===== config.mk =====
export PLATFORM = sky130hd
export DESIGN_NAME = serial_command_frame_output_controller
export DESIGN_NICKNAME = d
export VERILOG_FILES = /design/src/scfoc_pkg.sv /design/src/scfoc_front.sv /design/src/scfoc_queue.sv /design/src/scfoc_back.sv /design/src/serial_command_frame_output_controller.sv
export SDC_FILE = /design/constraint.sdc
export NUM_CORES = 1
export LEC_CHECK = 0
export BUFFER_PORTS_ARGS = -buffer_cell sky130_fd_sc_hd__buf_2
export CORE_MARGIN = 2
export CORE_UTILIZATION = 40
export CTS_CLUSTER_SIZE = 30
export DETAILED_ROUTE_END_ITERATION = 8
export GPL_TIMING_DRIVEN = 0
export PLACE_DENSITY_LB_ADDON = 0.25
export SYNTH_ARGS = -nofsm -noshare
export SYNTH_HDL_FRONTEND = slang
export SYNTH_HIERARCHICAL = 1
export SYNTH_SLANG_ARGS = --single-unit
export TNS_END_PERCENT = 1

===== constraint.sdc =====
create_clock -name clk -period 11.1 [get_ports clk]
set_clock_uncertainty 0.05 [all_clocks]
set_input_delay 2.22 -clock clk [delete_from_list [all_inputs] [get_ports clk]]
set_output_delay 2.22 -clock clk [all_outputs]
set_load 0.01 [all_outputs]

===== src/scfoc_pkg.sv =====
// shared types and constants of the serial command frame output controller
`timescale 1ns / 1ps

package scfoc_pkg;

  // channel and frame layout
  localparam int NUM_CHANNELS = 4;
  localparam int CH_W         = $clog2(NUM_CHANNELS);
  localparam int FRAME_BYTES  = 9;
  localparam int FCNT_W       = $clog2(FRAME_BYTES + 1);
  localparam int PULSE_W      = 24;

  // frame marks
  localparam logic [7:0] START_MARK   = 8'hA0;
  localparam logic [7:0] LENGTH_MARK  = 8'h09;
  localparam logic [7:0] CMD_MARK     = 8'h0B;
  localparam logic [7:0] END_MARK     = 8'hB0;
  localparam logic [7:0] REPLY_LENGTH = 8'h07;
  localparam logic [7:0] STATUS_TIMED = 8'h02;

  // register defaults and indexes
  localparam logic [7:0] GAP_DEFAULT   = 8'd5;
  localparam logic [7:0] TICKS_DEFAULT = 8'd20;
  localparam int         CFG_ADDR_W    = 1;
  localparam logic [CFG_ADDR_W-1:0] REG_GAP_TICKS      = 1'b0;
  localparam logic [CFG_ADDR_W-1:0] REG_TICKS_PER_UNIT = 1'b1;

  // input and result codes
  localparam logic OP_BYTE    = 1'b0;
  localparam logic OP_TICK    = 1'b1;
  localparam logic KIND_LEVEL = 1'b0;
  localparam logic KIND_REPLY = 1'b1;

  // reply serializer
  localparam int         REPLY_BYTES = 7;
  localparam int         BEAT_W      = $clog2(REPLY_BYTES);
  localparam logic [BEAT_W-1:0] BEAT_LAST = BEAT_W'(REPLY_BYTES - 1);

  // request queue between front and back
  localparam int QUEUE_DEPTH = 4;
  localparam int QPTR_W      = $clog2(QUEUE_DEPTH);
  localparam int QCNT_W      = $clog2(QUEUE_DEPTH + 1);

  // one queued request: a level update or a whole reply
  typedef struct packed {
    logic                    kind;
    logic [NUM_CHANNELS-1:0] pins;
    logic [7:0]              b0;
    logic [7:0]              b2;
    logic [7:0]              b3;
    logic [7:0]              b4;
    logic [7:0]              b5;
  } entry_t;

endpackage


===== src/scfoc_front.sv =====
// front end: frame capture, gap timing, frame check, channel levels and pulse timers
`timescale 1ns / 1ps

module scfoc_front (
  input  logic                            clk,
  input  logic                            rst,
  input  logic                            accept,
  input  logic                            op,
  input  logic [7:0]                      rx_byte,
  input  logic                            cfg_we,
  input  logic [scfoc_pkg::CFG_ADDR_W-1:0] cfg_addr,
  input  logic [7:0]                      cfg_wdata,
  output logic                            push,
  output scfoc_pkg::entry_t               push_entry
);
  import scfoc_pkg::*;

  logic [7:0]                 gap_ticks;
  logic [7:0]                 ticks_per_unit;
  logic [7:0]                 frame_store [FRAME_BYTES];
  logic [FCNT_W-1:0]          byte_count;
  logic [7:0]                 gap_count;
  logic                       frame_pending;
  logic [NUM_CHANNELS-1:0]    levels;
  logic [NUM_CHANNELS-1:0]    pulse_active;
  logic [PULSE_W-1:0]         pulse_elapsed [NUM_CHANNELS];
  logic [PULSE_W-1:0]         pulse_length [NUM_CHANNELS];

  logic [NUM_CHANNELS-1:0]    levels_next;
  logic [NUM_CHANNELS-1:0]    active_next;
  logic [PULSE_W-1:0]         elapsed_next [NUM_CHANNELS];
  logic [PULSE_W-1:0]         length_next [NUM_CHANNELS];

  logic                       tick;
  logic [7:0]                 gap_limit;
  logic [7:0]                 gap_inc;
  logic                       ended;
  logic                       frame_ok;
  logic [7:0]                 or7;
  logic [7:0]                 or5;
  logic                       ch_hit;
  logic [CH_W-1:0]            ch;
  logic [PULSE_W-1:0]         product;

  assign tick = accept && (op == OP_TICK);

  // frame check on the stored bytes
  assign or5 = frame_store[0] | frame_store[1] | frame_store[2] | frame_store[3]
             | frame_store[4];
  assign or7 = or5 | frame_store[5] | frame_store[6];
  assign frame_ok = (frame_store[0] == START_MARK) && (frame_store[1] == LENGTH_MARK)
                 && (frame_store[2] == CMD_MARK) && (frame_store[8] == END_MARK)
                 && (frame_store[7] == or7);
  assign ch_hit  = (frame_store[3] < 8'(NUM_CHANNELS));
  assign ch      = frame_store[3][CH_W-1:0];
  assign product = PULSE_W'({frame_store[6], frame_store[5]}) * PULSE_W'(ticks_per_unit);

  // gap counting, a zero limit acts like one
  assign gap_limit = (gap_ticks == 8'd0) ? 8'd1 : gap_ticks;
  assign gap_inc   = (gap_count == 8'hFF) ? gap_count : gap_count + 8'd1;
  assign ended     = tick && frame_pending && (gap_inc >= gap_limit);

  // channel action then pulse timers
  always_comb begin
    logic [PULSE_W-1:0] e;
    levels_next = levels;
    active_next = pulse_active;
    e           = '0;
    for (int c = 0; c < NUM_CHANNELS; c++) begin
      elapsed_next[c] = pulse_elapsed[c];
      length_next[c]  = pulse_length[c];
    end
    if (ended && frame_ok && ch_hit) begin
      if (frame_store[4] != STATUS_TIMED) begin
        levels_next[ch] = frame_store[4][0];
      end else begin
        length_next[ch]  = product;
        elapsed_next[ch] = '0;
        active_next[ch]  = 1'b1;
        levels_next[ch]  = 1'b1;
      end
    end
    if (tick) begin
      for (int c = 0; c < NUM_CHANNELS; c++) begin
        if (active_next[c] && (length_next[c] != '0)) begin
          e = elapsed_next[c] + PULSE_W'(1);
          if (e == length_next[c]) begin
            levels_next[c]  = 1'b0;
            active_next[c]  = 1'b0;
            elapsed_next[c] = '0;
          end else begin
            elapsed_next[c] = e;
          end
        end
      end
    end
  end

  // request toward the back end
  assign push = ended || (tick && (levels_next != levels));
  always_comb begin
    push_entry.kind = ended ? KIND_REPLY : KIND_LEVEL;
    push_entry.pins = levels_next;
    push_entry.b0   = frame_store[0];
    push_entry.b2   = frame_store[2];
    push_entry.b3   = frame_store[3];
    push_entry.b4   = frame_store[4];
    push_entry.b5   = or5;
  end

  // configuration registers
  always_ff @(posedge clk) begin
    if (rst) begin
      gap_ticks      <= GAP_DEFAULT;
      ticks_per_unit <= TICKS_DEFAULT;
    end else if (cfg_we) begin
      case (cfg_addr)
        REG_GAP_TICKS:      gap_ticks      <= cfg_wdata;
        REG_TICKS_PER_UNIT: ticks_per_unit <= cfg_wdata;
        default: ;
      endcase
    end
  end

  // frame store and gap state
  always_ff @(posedge clk) begin
    if (rst) begin
      for (int i = 0; i < FRAME_BYTES; i++) frame_store[i] <= '0;
      byte_count    <= '0;
      gap_count     <= '0;
      frame_pending <= 1'b0;
    end else if (accept && (op == OP_BYTE)) begin
      if (byte_count < FCNT_W'(FRAME_BYTES)) begin
        frame_store[byte_count] <= rx_byte;
        byte_count              <= byte_count + FCNT_W'(1);
      end
      frame_pending <= 1'b1;
      gap_count     <= '0;
    end else if (ended) begin
      frame_store[1] <= REPLY_LENGTH;
      frame_store[5] <= or5;
      frame_store[6] <= END_MARK;
      byte_count     <= '0;
      gap_count      <= '0;
      frame_pending  <= 1'b0;
    end else if (tick && frame_pending) begin
      gap_count <= gap_inc;
    end
  end

  // levels and pulse timers
  always_ff @(posedge clk) begin
    if (rst) begin
      levels       <= '0;
      pulse_active <= '0;
      for (int c = 0; c < NUM_CHANNELS; c++) begin
        pulse_elapsed[c] <= '0;
        pulse_length[c]  <= '0;
      end
    end else if (tick) begin
      levels       <= levels_next;
      pulse_active <= active_next;
      for (int c = 0; c < NUM_CHANNELS; c++) begin
        pulse_elapsed[c] <= elapsed_next[c];
        pulse_length[c]  <= length_next[c];
      end
    end
  end

  // a frame never ends without a pending frame
  assert property (@(posedge clk) disable iff (rst) ended |-> frame_pending)
    else $error("frame end without pending frame");
  // byte count never passes the frame size
  assert property (@(posedge clk) disable iff (rst)
                   byte_count <= FCNT_W'(FRAME_BYTES))
    else $error("byte count overflow");
  // after a frame end the next frame starts empty
  assert property (@(posedge clk) disable iff (rst)
                   ended |=> (byte_count == '0) && !frame_pending)
    else $error("frame state not cleared at frame end");

endmodule


===== src/scfoc_queue.sv =====
// short request queue between front and back ends
`timescale 1ns / 1ps

module scfoc_queue (
  input  logic              clk,
  input  logic              rst,
  input  logic              push,
  input  scfoc_pkg::entry_t push_entry,
  input  logic              pop,
  output scfoc_pkg::entry_t head,
  output logic              empty,
  output logic              full
);
  import scfoc_pkg::*;

  entry_t             slots [QUEUE_DEPTH];
  logic [QPTR_W-1:0]  wr_ptr;
  logic [QPTR_W-1:0]  rd_ptr;
  logic [QCNT_W-1:0]  count;

  assign empty = (count == '0);
  assign full  = (count == QCNT_W'(QUEUE_DEPTH));
  assign head  = slots[rd_ptr];

  // storage
  always_ff @(posedge clk) begin
    if (push) slots[wr_ptr] <= push_entry;
  end

  // pointers and fill count
  always_ff @(posedge clk) begin
    if (rst) begin
      wr_ptr <= '0;
      rd_ptr <= '0;
      count  <= '0;
    end else begin
      if (push) wr_ptr <= wr_ptr + QPTR_W'(1);
      if (pop)  rd_ptr <= rd_ptr + QPTR_W'(1);
      case ({push, pop})
        2'b10:   count <= count + QCNT_W'(1);
        2'b01:   count <= count - QCNT_W'(1);
        default: count <= count;
      endcase
    end
  end

  // no request written into a full queue
  assert property (@(posedge clk) disable iff (rst) !(push && full))
    else $error("push into full queue");

endmodule


===== src/scfoc_back.sv =====
// back end: turns queued requests into result beats
`timescale 1ns / 1ps

module scfoc_back (
  input  logic              clk,
  input  logic              rst,
  input  scfoc_pkg::entry_t head,
  input  logic              empty,
  output logic              pop,
  output logic              m_tvalid,
  input  logic              m_tready,
  output logic [15:0]       m_tdata,
  output logic              m_tuser,
  output logic              m_tlast
);
  import scfoc_pkg::*;

  logic [BEAT_W-1:0] beat;
  logic [7:0]        reply_byte;
  logic              done;

  // pick the reply byte of this beat
  always_comb begin
    case (beat)
      BEAT_W'(0): reply_byte = head.b0;
      BEAT_W'(1): reply_byte = REPLY_LENGTH;
      BEAT_W'(2): reply_byte = head.b2;
      BEAT_W'(3): reply_byte = head.b3;
      BEAT_W'(4): reply_byte = head.b4;
      BEAT_W'(5): reply_byte = head.b5;
      BEAT_W'(6): reply_byte = END_MARK;
      default:    reply_byte = 8'd0;
    endcase
  end

  assign m_tvalid = !empty;
  assign m_tuser  = head.kind;
  assign m_tlast  = (head.kind == KIND_LEVEL) || (beat == BEAT_LAST);
  assign m_tdata  = {4'd0, (head.kind == KIND_REPLY) ? reply_byte : 8'd0, head.pins};
  assign done     = m_tvalid && m_tready;
  assign pop      = done && m_tlast;

  // beat counter within a reply
  always_ff @(posedge clk) begin
    if (rst) begin
      beat <= '0;
    end else if (done) begin
      beat <= m_tlast ? '0 : beat + BEAT_W'(1);
    end
  end

  // beat counter stays within one reply
  assert property (@(posedge clk) disable iff (rst) beat <= BEAT_LAST)
    else $error("reply beat out of range");
  // a started reply is only ever held by a reply request
  assert property (@(posedge clk) disable iff (rst)
                   (beat != '0) |-> (!empty && (head.kind == KIND_REPLY)))
    else $error("beat count without reply request");

endmodule


===== src/serial_command_frame_output_controller.sv =====
// top level of the serial command frame output controller
`timescale 1ns / 1ps

// Received bytes (tuser 0) and timer ticks (tuser 1) are taken one per cycle
// whenever the internal four-entry request queue has room. A byte never
// leaves a request, nor does a tick that changes nothing; a tick that ends a
// frame queues a reply, sent as seven beats with tlast on the seventh, and
// any other tick that changes the output levels queues a single level beat.
// The front end handles each item in the cycle it is accepted; only a stalled
// output side, or replies coming faster than their beats are sent, fills the
// queue and lowers s_tready. Configuration writes take effect on the next
// cycle and should be made while the block is idle.
module serial_command_frame_output_controller (
  input  logic                             clk,
  input  logic                             rst,
  // input items
  input  logic                             s_tvalid,
  output logic                             s_tready,
  input  logic [7:0]                       s_tdata,   // [7:0] rx_byte
  input  logic                             s_tuser,   // [0] op
  // results
  output logic                             m_tvalid,
  input  logic                             m_tready,
  output logic [15:0]                      m_tdata,   // [3:0] pins, [11:4] reply_byte
  output logic                             m_tuser,   // [0] kind
  output logic                             m_tlast,
  // configuration
  input  logic                             cfg_we,
  input  logic [scfoc_pkg::CFG_ADDR_W-1:0] cfg_addr,
  input  logic [7:0]                       cfg_wdata
);
  import scfoc_pkg::*;

  logic   accept;
  logic   push;
  entry_t push_entry;
  logic   pop;
  entry_t head;
  logic   empty;
  logic   full;

  assign s_tready = !full;
  assign accept   = s_tvalid && s_tready;

  // item handling
  scfoc_front u_front (
    .clk        (clk),
    .rst        (rst),
    .accept     (accept),
    .op         (s_tuser),
    .rx_byte    (s_tdata),
    .cfg_we     (cfg_we),
    .cfg_addr   (cfg_addr),
    .cfg_wdata  (cfg_wdata),
    .push       (push),
    .push_entry (push_entry)
  );

  // request queue
  scfoc_queue u_queue (
    .clk        (clk),
    .rst        (rst),
    .push       (push),
    .push_entry (push_entry),
    .pop        (pop),
    .head       (head),
    .empty      (empty),
    .full       (full)
  );

  // result output
  scfoc_back u_back (
    .clk      (clk),
    .rst      (rst),
    .head     (head),
    .empty    (empty),
    .pop      (pop),
    .m_tvalid (m_tvalid),
    .m_tready (m_tready),
    .m_tdata  (m_tdata),
    .m_tuser  (m_tuser),
    .m_tlast  (m_tlast)
  );

endmodule

; ---- Word level (Yosys, flattened, before mapping)
; Memory sizes are Yosys's and may differ from the RTL's. A register that Yosys moved wholly into a read port is not among the register bits.
; Index checks and enable logic that the tools add are counted.
[classes]
add_sub_neg = 11
multipliers = 1
magnitude_cmp = 7
eq_ne = 22
muxes = 82
n_bitwise = 25
n_reduce_logical = 38
[ops]
columns = cell, n
row1 = two-way mux 96 bit, 5
row2 = two-way mux 24 bit, 17
row3 = "adder 24 x 1 -> 24 bit, second input constant", 4
row4 = bitwise AND 96 bit, 1
row5 = bitwise mux 96 bit, 1
row6 = equality test 24 bit, 4
row7 = NOT 96 bit, 1
row8 = nonzero test 24 bit, 4
row9 = two-way mux 8 bit, 7
row10 = case mux 8 bit (7 select lines), 1
row11 = demux 24 bit (select 2 bit), 1
row12 = OR 8 bit, 6
row13 = two-way mux 4 bit, 9
row14 = two-way mux 1 bit, 35
row15 = "equality test 8 bit, second input constant", 3
row16 = multiplier 16 x 8 -> 24 bit, 1
row17 = logical AND 1 bit, 20
row18 = "equality test 8 x 4 -> 1 bit, second input constant", 2
row19 = "equality test 3 bit, second input constant", 4
row20 = OR 1 bit, 11
row21 = "adder 8 x 1 -> 8 bit, second input constant", 1
row22 = equality test 8 bit, 1
row23 = greater-or-equal comparator 8 bit, 1
row24 = logical NOT 8 bit, 1
row25 = other kinds (32), 45
[totals]
reg_bits = 47
ram_bits = 444
input_bits = 23
output_inout_bits = 20
wordCells = 201
n_memories = 4
[memory_table]
columns = memory, depth, word_bits, read_ports, rd_ports_with_merged_regs, wr, line
row1 = u_queue.slots, 4, 45, 1, 1, 1, scfoc_queue.sv:16  ; entry_t slots [QUEUE_DEPTH];
row2 = u_front.pulse_elapsed, 4, 24, 4, 0, 4, scfoc_front.sv:26  ; logic [PULSE_W-1:0] pulse_elapsed [NUM_CHANNELS];
row3 = u_front.pulse_length, 4, 24, 4, 0, 4, scfoc_front.sv:27  ; logic [PULSE_W-1:0] pulse_length [NUM_CHANNELS];
row4 = u_front.frame_store, 9, 8, 9, 0, 9, scfoc_front.sv:20  ; logic [7:0] frame_store [FRAME_BYTES];

; ---- Longest topological paths before layout
; Gate-level depths: netlist of run 1.
; An unclocked memory read counts as a cell.
[logic_depth]
depth_word = 22
mapped_depth = 38
ltp_nobuf = 33

; ---- Cells and area by module
; Netlist of run 1, hierarchy kept.
[modules_own_cells]
columns = mod, n_inst, cells_each, area_each_um2, seq_area_each_um2
row1 = scfoc_front, 1, 2716, 23513.8, 8588.2
row2 = scfoc_queue, 1, 282, 6988.0, 5585.4
row3 = scfoc_back, 1, 79, 594.3, 60.1
row4 = serial_command_frame_output_controller, 1, 2, 10.0, 0.0

; ---- Worst setup path before layout of run 1
; Ideal clock, no wire load.
[synth_timing]
path_kind = input -> register
startpoint = input port s_tvalid
endpoint = memory u_queue/slots[0][0] (netlist bit), enable pin
setup_ps = 407
arrival_ps = 8053
required_ps = 10643
setup_slack_ps = 2590
cell_stages = 24
n_path_buf = 5
path_cell_list = nor2b_1 -> and2_1 -> o211ai_1 -> or4_1 -> buf_2 -> or3_1 -> clkbuf_1 -> clkbuf_1 -> and2_1 -> ha_1 -> clkbuf_1 -> and3_1 -> clkbuf_1 -> and2_0 -> o21ai_0 -> o311ai_0 -> a211oi_1 -> nand3_1 -> or3_1 -> a2111oi_2 -> and3_1 -> mux2i_1 -> nand3_1 -> and2_1
[synth_via]
elab_chain_len = 17
word_cells_on_any_way = 40
classes_between = add/sub: 4 / eq/ne: 5 / mux: 15 / reduce/logical: 16
[synth_lines]
columns = item, line
row1 = from (decl), serial_command_frame_output_controller.sv:17  ; input logic s_tvalid,
row2 = logical AND 1 bit *, serial_command_frame_output_controller.sv:43  ; assign accept = s_tvalid && s_tready;
row3 = logical AND 1 bit *, scfoc_front.sv:45  ; assign tick = accept && (op == OP_TICK);
row4 = logical AND 1 bit (2 in a row), scfoc_front.sv:61  ; assign ended = tick && frame_pending && (gap_inc >= gap_limit);
row5 = logical AND 1 bit (2 in a row), scfoc_front.sv:73  ; if (ended && frame_ok && ch_hit) begin
row6 = two-way mux 96 bit, scfoc_front.sv:73
row7 = adder 24 x 1 -> 24 bit, scfoc_front.sv:86  ; e = elapsed_next[c] + PULSE_W'(1);
row8 = equality test 24 bit, scfoc_front.sv:87  ; if (e == length_next[c]) begin
row9 = two-way mux 1 bit, scfoc_front.sv:87
row10 = two-way mux 1 bit, scfoc_front.sv:85  ; if (active_next[c] && (length_next[c] != '0)) begin
row11 = two-way mux 4 bit, scfoc_front.sv:83  ; if (tick) begin
row12 = != test 4 bit, scfoc_front.sv:100  ; assign push = ended || (tick && (levels_next != levels));
row13 = logical AND 1 bit, scfoc_front.sv:100
row14 = logical OR 1 bit *, scfoc_front.sv:100
row15 = net push, serial_command_frame_output_controller.sv:35  ; logic push;
row16 = two-way mux 1 bit *, scfoc_queue.sv:27  ; if (push) slots[wr_ptr] <= push_entry;
row17 = two-way mux 1 bit (not written as such) *, scfoc_queue.sv:27
row18 = to (decl), scfoc_queue.sv:16
; The timed path passes the listed nets; every way through them passes the cells marked *.

; ---- Worst setup path in the final report of run 1
[layout_timing]
startpoint = input port s_tvalid
endpoint = memory u_queue/slots[2][18] (netlist bit), enable pin
[layout_via]
elab_chain_len = 17
word_cells_on_any_way = 40
classes_between = add/sub: 4 / eq/ne: 5 / mux: 15 / reduce/logical: 16
[layout_lines]
columns = item, line
row1 = logical AND 1 bit *, serial_command_frame_output_controller.sv:43
row2 = net accept, serial_command_frame_output_controller.sv:34  ; logic accept;
row3 = logical AND 1 bit *, scfoc_front.sv:45
row4 = logical AND 1 bit (2 in a row), scfoc_front.sv:61
row5 = logical AND 1 bit (2 in a row), scfoc_front.sv:73
row6 = two-way mux 96 bit, scfoc_front.sv:73
row7 = adder 24 x 1 -> 24 bit, scfoc_front.sv:86
row8 = equality test 24 bit, scfoc_front.sv:87
row9 = two-way mux 1 bit, scfoc_front.sv:87
row10 = two-way mux 1 bit, scfoc_front.sv:85
row11 = two-way mux 4 bit, scfoc_front.sv:83
row12 = != test 4 bit, scfoc_front.sv:100
row13 = logical AND 1 bit, scfoc_front.sv:100
row14 = logical OR 1 bit *, scfoc_front.sv:100
row15 = net push, serial_command_frame_output_controller.sv:35
row16 = two-way mux 1 bit *, scfoc_queue.sv:27
row17 = two-way mux 1 bit (not written as such) *, scfoc_queue.sv:27
; Marked as above.

==> results of run 1 <==
sequential cells by signal, indices dropped and copies added, names as in the netlist, named ones only:
name	cells
u_queue/slots	180
u_front/pulse_elapsed	96
u_front/pulse_length	96
u_front/frame_store	72
u_front/gap_count	8
u_front/gap_ticks	8
u_front/ticks_per_unit	8
u_front/byte_count	4
u_front/levels	4
u_front/pulse_active	4
u_back/beat	3
u_queue/count	3
u_queue/rd_ptr	2
u_queue/wr_ptr	2
u_front/frame_pending	1
worst reg2reg max path: cells and delay by family, from the launching register on:
kind	cells	cell delay [ns]
XOR/XNOR	1	0.15
flip-flops	1	0.30
AO/OA/AOI/OAI	6	1.85
AND/OR/NAND/NOR	7	2.11
adder cells (fa/ha/maj)	7	2.89
multiplexers	1	0.35
buffers and inverters	8	2.78
power breakdown:
| part | internal (W) | leakage (nW) | switching (W) |
|---|---|---|---|
| Combinational | 0.000157 | 5.98 | 0.000309 |
| Sequential | 0.00208 | 4.82 | 0.0000741 |
| Clock | 0.00120 | 0.957 | 0.000817 |
worst max path at each step:
stage,cells after the start,from,slack [ns],to
detailed placement,23,s_tvalid,-0.07,u_queue/slots[2][14]$_DFFE_PP_
floorplan,24,s_tvalid,2.59,u_queue/slots[0][0]$_DFFE_PP_
finish,23,s_tvalid,0.32,u_queue/slots[2][18]$_DFFE_PP_
global route,35,u_front/gap_count[0]$_SDFFE_PP0P_,0.09,u_queue/count[2]$_SDFFE_PP0P_
CTS,23,s_tvalid,0.61,u_queue/slots[2][18]$_DFFE_PP_
global placement,22,s_tvalid,-1.26,u_queue/slots[1][6]$_DFFE_PP_
layout make-up:
type	count	area [um2]	area share [%]
Inverter	137	522	1.50
Multi-Input combinational cell	2266	15600	44.7
Clock inverter	43	586	1.68
Tap cell	1040	1300	3.74
Sequential cell	493	14200	40.9
Timing Repair Buffer	44	309	0.888
Buffer	186	842	2.42
Clock buffer	62	1440	4.15
routing by layer:
layer	routed length [um]	vias up	part of all wire, %	global-route usage (%)
li1	-	11500	-	-
met1	40100	12200	44	31.8
met2	42100	992	46	37.2
met3	6650	180	7.2	3.59
met4	2970	0	3.2	7.52
met5	0	-	0	0
synthesized netlist by cell type, types with 8 or more instances:
cell,number,area [um2]
and4_1,12,105
nor3b_1,8,60.1
ha_1,69,863
nand4_1,52,325
nand2_1,414,1550
inv_1,135,507
and2_1,97,607
or2_2,12,75.1
dfxtp_1,57,1140
xor2_1,57,499
nand2b_1,28,175
buf_4,10,75.1
a22o_1,9,78.8
a21oi_1,217,1090
o211ai_1,11,82.6
o21ai_0,99,495
nor2_1,219,822
or4_1,29,218
a31oi_1,25,156
nand3b_1,12,90.1
fa_1,85,1700
nor4b_1,9,78.8
o21a_1,12,90.1
mux4_2,40,901
or3_1,66,413
edfxtp_1,436,13100
nand3_1,85,425
a21o_1,20,150
a221oi_1,8,70.1
or3b_2,12,105
clkbuf_1,146,548
a211oi_1,47,353
buf_2,12,60.1
nor3_1,86,430
buf_1,9,33.8
nor2b_1,19,119
nand4b_1,9,78.8
mux2i_1,14,140
a211o_1,10,87.6
xnor2_1,131,1150
nor4_1,64,400
and3_1,55,344
through the flow:
| step | TNS [ns] | power [W] |
|---|---|---|
| 6_report | 0 | 0.00464 |
| 4_1_cts | 0 | 0.00466 |
| 2_1_floorplan | 0 | 0.00248 |
| 3_5_place_dp | -1.54 | 0.00264 |
| 5_1_grt | 0 | 0.00479 |
| 3_3_place_gp | -220.14 | 0.00265 |
kinds of logic after synthesis:
| family | after synthesis | synth area share [%] |
|---|---|---|
| adders and majority gates | 154 | 8.25 |
| AOI/OAI and AO/OA | 553 | 11.3 |
| buffers and inverters | 323 | 4.36 |
| other | 1 | 0.0121 |
| and+or+nand+nor | 1305 | 21.2 |
| DFF | 493 | 45.8 |
| xor gates and xnor gates | 188 | 5.29 |
| muxes | 62 | 3.88 |
==> metrics.csv, run 1 <==
stage,metric,value,unit
status,status,finished with violations,
status,failed_checks,"max-capacitance violations, max-slew violations",
floorplan,fp.coreArea,77200,um2
place,dpl.hpwl,66.6,mm
place,dp.cells,4166,
timing,fin_ws,0.322,ns
grt,grt_remaining_overflow,0,
floorplan,pin_count,43,
critical_path,rr_endpoint,u_queue/count[2]$_SDFFE_PP0P_,
route,drt-wirelength-per-cell,21.5,um
timing,maxSlewViolCount,11,
critical_path,path_cells,buf_2 -> nor2b_1 -> and2_1 -> o211ai_1 -> nor4_1 -> nand3_1 -> clkbuf_1 -> nand2_1 -> inv_1 -> ha_1 -> nand3_1 -> xnor2_1 -> o221ai_1 -> a211o_1 -> nor4b_1 -> nand4_1 -> or2_2 -> a21oi_1 -> clkbuf_1 -> a41oi_1 -> nand3_1 -> and2_2 -> buf_12,
critical_path,crit_path_max_incr_delay,1.21,ns
critical_path,cp_top_family,simple AND/OR/NAND/NOR gates,
floorplan,die_area,80000,um2
critical_path,end_kind,flip-flop,
hold_path,whs_path_depth,2,
timing,setup_viol,0,
floorplan,fp.dieH,283,um
clock_network,cts_num_sinks,493,
timing,maxSlewHeadroom,-0.854,%
place,port_buffers,38,
timing,fmax,92.8,MHz
critical_path,r2r-start,u_front/ticks_per_unit[2]$_SDFFE_PP1P_,
clock_network,cts_max_path_buffers,3,
route,first_pass_iters,6,
logic_synthesis,postSynth.asyncResetShare,0,%
critical_path,critPathLaunchType,input pin,
clock_network,post-cts-setup-buffers,0,
logic_synthesis,synth_cell_type_count,93,
clock_network,cts_resized,0,
timing,hold_viol,0,
critical_path,path_common_cell,nand3_1,
critical_path,path_class,in2reg,
clock_network,clkTransAtPathRegs,0.06,ns
critical_path,path_buf_inv,5,
critical_path,cp.arrival,11.08,ns
final_layout,final_nets,3361,
final_layout,layout-drive-gt1-share,8.17,%
logic_synthesis,synthCells,3079,
place,gp_congestion,0.916,
hold_path,hold_start,u_front/gap_ticks[1]$_SDFFE_PP0P_,
logic_synthesis,avgSynthCellArea,10.1,um2
clock_network,numCtsBuffers,56,
logic_synthesis,yosys_warnings,6,
timing,fin_crit,10.78,ns
floorplan,num_rows,102,
run,cap_violations,2,
power_and_ir_drop,leakagePower,11.8,nW
route,vias_per_cell,5.83,
floorplan,initial_utilization,40.3,%
power_and_ir_drop,powerDensity,133,nW/um2
place,dp_slack,-0.0650,ns
critical_path,cp_max_fo,24,
power_and_ir_drop,ir_drop,0.115,mV
clock_network,cts_hold_buffers,0,
hold_path,hold_end,u_front/gap_ticks[1]$_SDFFE_PP0P_,
grt,grt_usage,23.1,%
logic_synthesis,ys_seq_area_share,45.8,%
clock_network,cts-root-buf,clkbuf_16,
place,place_area,32800,um2
final_layout,fin_cells,4271,
hold_path,hold_class,reg2reg,
critical_path,cp.required,11.40,ns
logic_synthesis,synth_area,31100,um2
route,wirelength,91.8,mm
route,ant_nets,0,
grt,grt_antenna_before_repair,0,
critical_path,r2r_cells,30,
final_layout,num_antenna_cells,0,
route,vias,24900,
logic_synthesis,synth-seq-cells,493,
final_layout,mostFrequentLayoutCells,"edfxtp_1 (436), nand2_1 (414), nor2_1 (219), a21oi_1 (217), clkbuf_1 (149)",
clock_network,clkLatencyLatePin,0.66,ns
floorplan,die_w,283,um
final_layout,finalCoreUtilization,45.1,%
grt,grt_pass1_vias,23900,
timing,hold_slack,0.407,ns
final_layout,fin_area,34800,um2
grt,grt_pass1_wl,142,mm
clock_network,cts_tree,done,
clock_network,cts-htree-levels,2,
route,drt_iter0_markers,2586,
logic_synthesis,synth_enable_flop_cells,436,
final_layout,fillers,7294,
final_layout,syn2layout_area_growth,11.9,%
logic_synthesis,synthFlopType,edfxtp_1,
critical_path,timing.reg2reg.setup_slack,0.56,ns
timing,fin_crit_sh,97.1,%
grt,grt_start_max_net_pins,106,
final_layout,final_common_cell,edfxtp_1,
route,drc_errors,0,
critical_path,crit_slowest_cell,nor4_1,
timing,rsz0062_at_grt,no,
timing,tightest_slew,1.50,ns
Note: power is estimated with default switching activity, not from simulation.
==> run 2, diff against run 1 <==
--- a/config.mk
+++ b/config.mk
@@ -7,7 +7,7 @@
 export LEC_CHECK = 0
 export BUFFER_PORTS_ARGS = -buffer_cell sky130_fd_sc_hd__buf_2
 export CORE_MARGIN = 2
-export CORE_UTILIZATION = 40
+export CORE_UTILIZATION = 60
 export CTS_CLUSTER_SIZE = 30
 export DETAILED_ROUTE_END_ITERATION = 8
 export GPL_TIMING_DRIVEN = 0
==> run 2 against run 1 <==
Net effect: the flow still finishes with violations (max-capacitance violations, max-slew violations); total power down 7.3%; global-route usage up 12 points; fmax up 0.59%; utilization up 21 points; hold slack better by 0.0065 ns; critical path type is now reg2reg.
==> metrics.csv, run 2 (synthesized netlist as in run 1, its figures left out) <==
stage,metric,value,unit,change
clock_network,cts_hold_buffers,0,,unchanged
power_and_ir_drop,p_comb_share,11.0,%,+0.9 points
final_layout,final_nets,3358,,-0.089%
critical_path,crit_path_max_incr_delay,1.26,ns,+0.05 ns
run,cap_violations,2,,unchanged
timing,fin_crit,10.71,ns,-0.0636 ns
critical_path,path_class,reg2reg,,
critical_path,r2r_cells,28,,-6.7%
clock_network,cts_max_path_buffers,3,,unchanged
grt,grt_remaining_overflow,0,,unchanged
timing,fmax,93.3,MHz,+0.59%
critical_path,end_kind,flip-flop,,
grt,grt_start_max_net_pins,133,,+25%
power_and_ir_drop,internal_power,0.00313,W,-8.9%
clock_network,cts_num_sinks,493,,unchanged
final_layout,layout-drive-gt1-share,7.88,%,-0.29 points
status,failed_checks,"max-capacitance violations, max-slew violations",,
power_and_ir_drop,p_switching,0.00116,W,-2.9%
route,ant_nets,0,,unchanged
route,wirelength,93.5,mm,+1.9%
clock_network,cts-root-buf,clkbuf_16,,
final_layout,num_antenna_cells,0,,unchanged
floorplan,pin_count,43,,unchanged
route,drc_errors,0,,unchanged
place,gp_congestion,0.975,,+6.5%
hold_path,hold_class,reg2reg,,
critical_path,crit_slowest_cell,nor4_1,,
timing,setup_viol,0,,unchanged
grt,grt_antenna_before_repair,0,,unchanged
grt,grt_pass1_wl,144,mm,+0.95%
power_and_ir_drop,leakagePower,11.6,nW,-1.5%
route,drt_iter0_markers,3374,,+30%
floorplan,fp.coreArea,51300,um2,-34%
timing,hold_viol,0,,unchanged
place,port_buffers,38,,unchanged
critical_path,cp.required,11.37,ns,-0.03 ns
clock_network,cts_resized,0,,unchanged
power_and_ir_drop,swShare,27.1,%,+1.2 points
route,vias,25800,,+3.8%
critical_path,r2r-start,u_front/gap_count[0]$_SDFFE_PP0P_,,
critical_path,timing.reg2reg.setup_slack,0.39,ns,-0.17 ns
status,status,finished with violations,,
place,dpl.hpwl,66.4,mm,-0.24%
critical_path,rr_endpoint,u_queue/slots[1][21]$_DFFE_PP_,,
route,first_pass_iters,6,,unchanged
timing,maxSlewHeadroom,-2.98,%,-2.1 points
final_layout,final_common_cell,edfxtp_1,,
clock_network,clkTransAtPathRegs,0.06,ns,about the same
timing,maxSlewViolCount,12,,+1
critical_path,cp.arrival,10.99,ns,-0.09 ns
timing,rsz0062_at_grt,no,,
floorplan,die_w,232,um,-18%
power_and_ir_drop,seq_power_share,50.0,%,+3.6 points
final_layout,syn2layout_area_growth,9.24,%,
floorplan,initial_utilization,60.6,%,+20 points
critical_path,endpoint,u_queue/slots[1][21]$_DFFE_PP_,,
clock_network,clkLatencyLatePin,0.65,ns,about the same
route,drt-wirelength-per-cell,23.9,um,+11%
power_and_ir_drop,ir_drop,0.137,mV,+19%
clock_network,post-cts-setup-buffers,0,,unchanged
grt,grt_usage,34.8,%,+12 points
power_and_ir_drop,finalPower,0.00430,W,-7.3%
clock_network,numCtsBuffers,52,,-7.1%
floorplan,fp.dieH,232,um,-18%
final_layout,top_regs,"u_queue/slots (180), u_front/pulse_elapsed (96), u_front/pulse_length (96)",,
final_layout,finalCoreUtilization,66.2,%,+21 points
route,vias_per_cell,6.62,,+13%
grt,grt_pass1_vias,25100,,+5.1%
timing,fin_crit_sh,96.5,%,-0.57 points
power_and_ir_drop,pwr-share-clk,38.9,%,-4.7 points
critical_path,cp-startpoint,u_front/gap_count[0]$_SDFFE_PP0P_,,
clock_network,cts_tree,done,,
critical_path,critPathLaunchType,flip-flop,,
clock_network,cts-htree-levels,2,,unchanged
timing,tightest_slew,1.53,ns,+0.0317 ns
floorplan,die_area,53700,um2,-33%
final_layout,largest_reg_flops,180,,unchanged
power_and_ir_drop,powerDensity,126,nW/um2,-5.0%
floorplan,num_rows,83,,-19%
critical_path,cp_max_fo,24,,unchanged
final_layout,mostFrequentLayoutCells,"edfxtp_1 (436), nand2_1 (414), nor2_1 (219), a21oi_1 (217), clkbuf_1 (155)",,
final_layout,regMostFlops,u_queue/slots,,
[run 2: per-layer routing]
metal	share of wire [%]	vias to the layer above	global-route usage [%]	wire length, um
li1	-	11400	-	-
met4	4.6	0	15.3	4280
met3	11	306	7.55	10500
met1	38	12500	46.3	35500
met2	46	1592	55.3	43200
met5	0	-	0	0
[run 2: worst min-delay path by stage]
stage                                           start                                 to  slack [ns]  cells past startpoint
floorplan           u_front/gap_ticks[1]$_SDFFE_PP0P_  u_front/gap_ticks[1]$_SDFFE_PP0P_        0.39                      2
finish              u_front/gap_ticks[7]$_SDFFE_PP0P_  u_front/gap_ticks[7]$_SDFFE_PP0P_        0.41                      2
CTS                 u_front/gap_ticks[7]$_SDFFE_PP0P_  u_front/gap_ticks[7]$_SDFFE_PP0P_        0.41                      2
global route        u_front/gap_ticks[7]$_SDFFE_PP0P_  u_front/gap_ticks[7]$_SDFFE_PP0P_        0.44                      2
detailed placement  u_front/gap_ticks[7]$_SDFFE_PP0P_  u_front/gap_ticks[7]$_SDFFE_PP0P_        0.40                      2
global placement    u_front/gap_ticks[7]$_SDFFE_PP0P_  u_front/gap_ticks[7]$_SDFFE_PP0P_        0.40                      2
[run 2: power by group through the flow]
stage,combinational [W],clock (W),sequential [W]
after floorplan,0.000314,0,0.00216
after global placement,0.000444,0,0.00219
after detailed placement,0.000456,0,0.00218
after CTS,0.000459,0.00169,0.00215
after global routing,0.000510,0.00176,0.00216
final,0.000474,0.00167,0.00215
[run 2: critical path: cells and delay by family (launching register included)]
| family | cells | cell delay (ns) |
|---|---|---|
| buffers and inverters | 4 | 1.40 |
| flip-flops | 1 | 0.40 |
| multiplexers | 1 | 0.36 |
| AND/OR/NAND/NOR | 13 | 5.35 |
| XOR/XNOR | 1 | 0.16 |
| AO/OA/AOI/OAI | 6 | 1.84 |
| adder cells (fa/ha/maj) | 3 | 0.79 |
[run 2: final cells by class]
type	count	area (um2)
buffer	186	841
clock buffer	61	1340
clock inverter	37	298
fill	3996	17300
inverter	137	522
multi-input combinational	2266	15600
sequential	493	14200
tap	680	851
timing repair buffer	45	313
[run 2: through the flow]
| step | TNS (ns) | instances | instance area (um2) | hold slack, ns | worst slack, ns |
|---|---|---|---|---|---|
| after floorplan | 0 | 3082 | 31100 | 0.386 | 2.59 |
| after global placement | -106.49 | 3800 | 32200 | 0.396 | -0.607 |
| after detailed placement | 0 | 3807 | 32300 | 0.401 | 0.257 |
| after CTS | 0 | 3905 | 33900 | 0.411 | 0.527 |
| after global routing | 0 | 3905 | 34000 | 0.437 | 0.0125 |
| final | 0 | 3905 | 34000 | 0.414 | 0.386 |
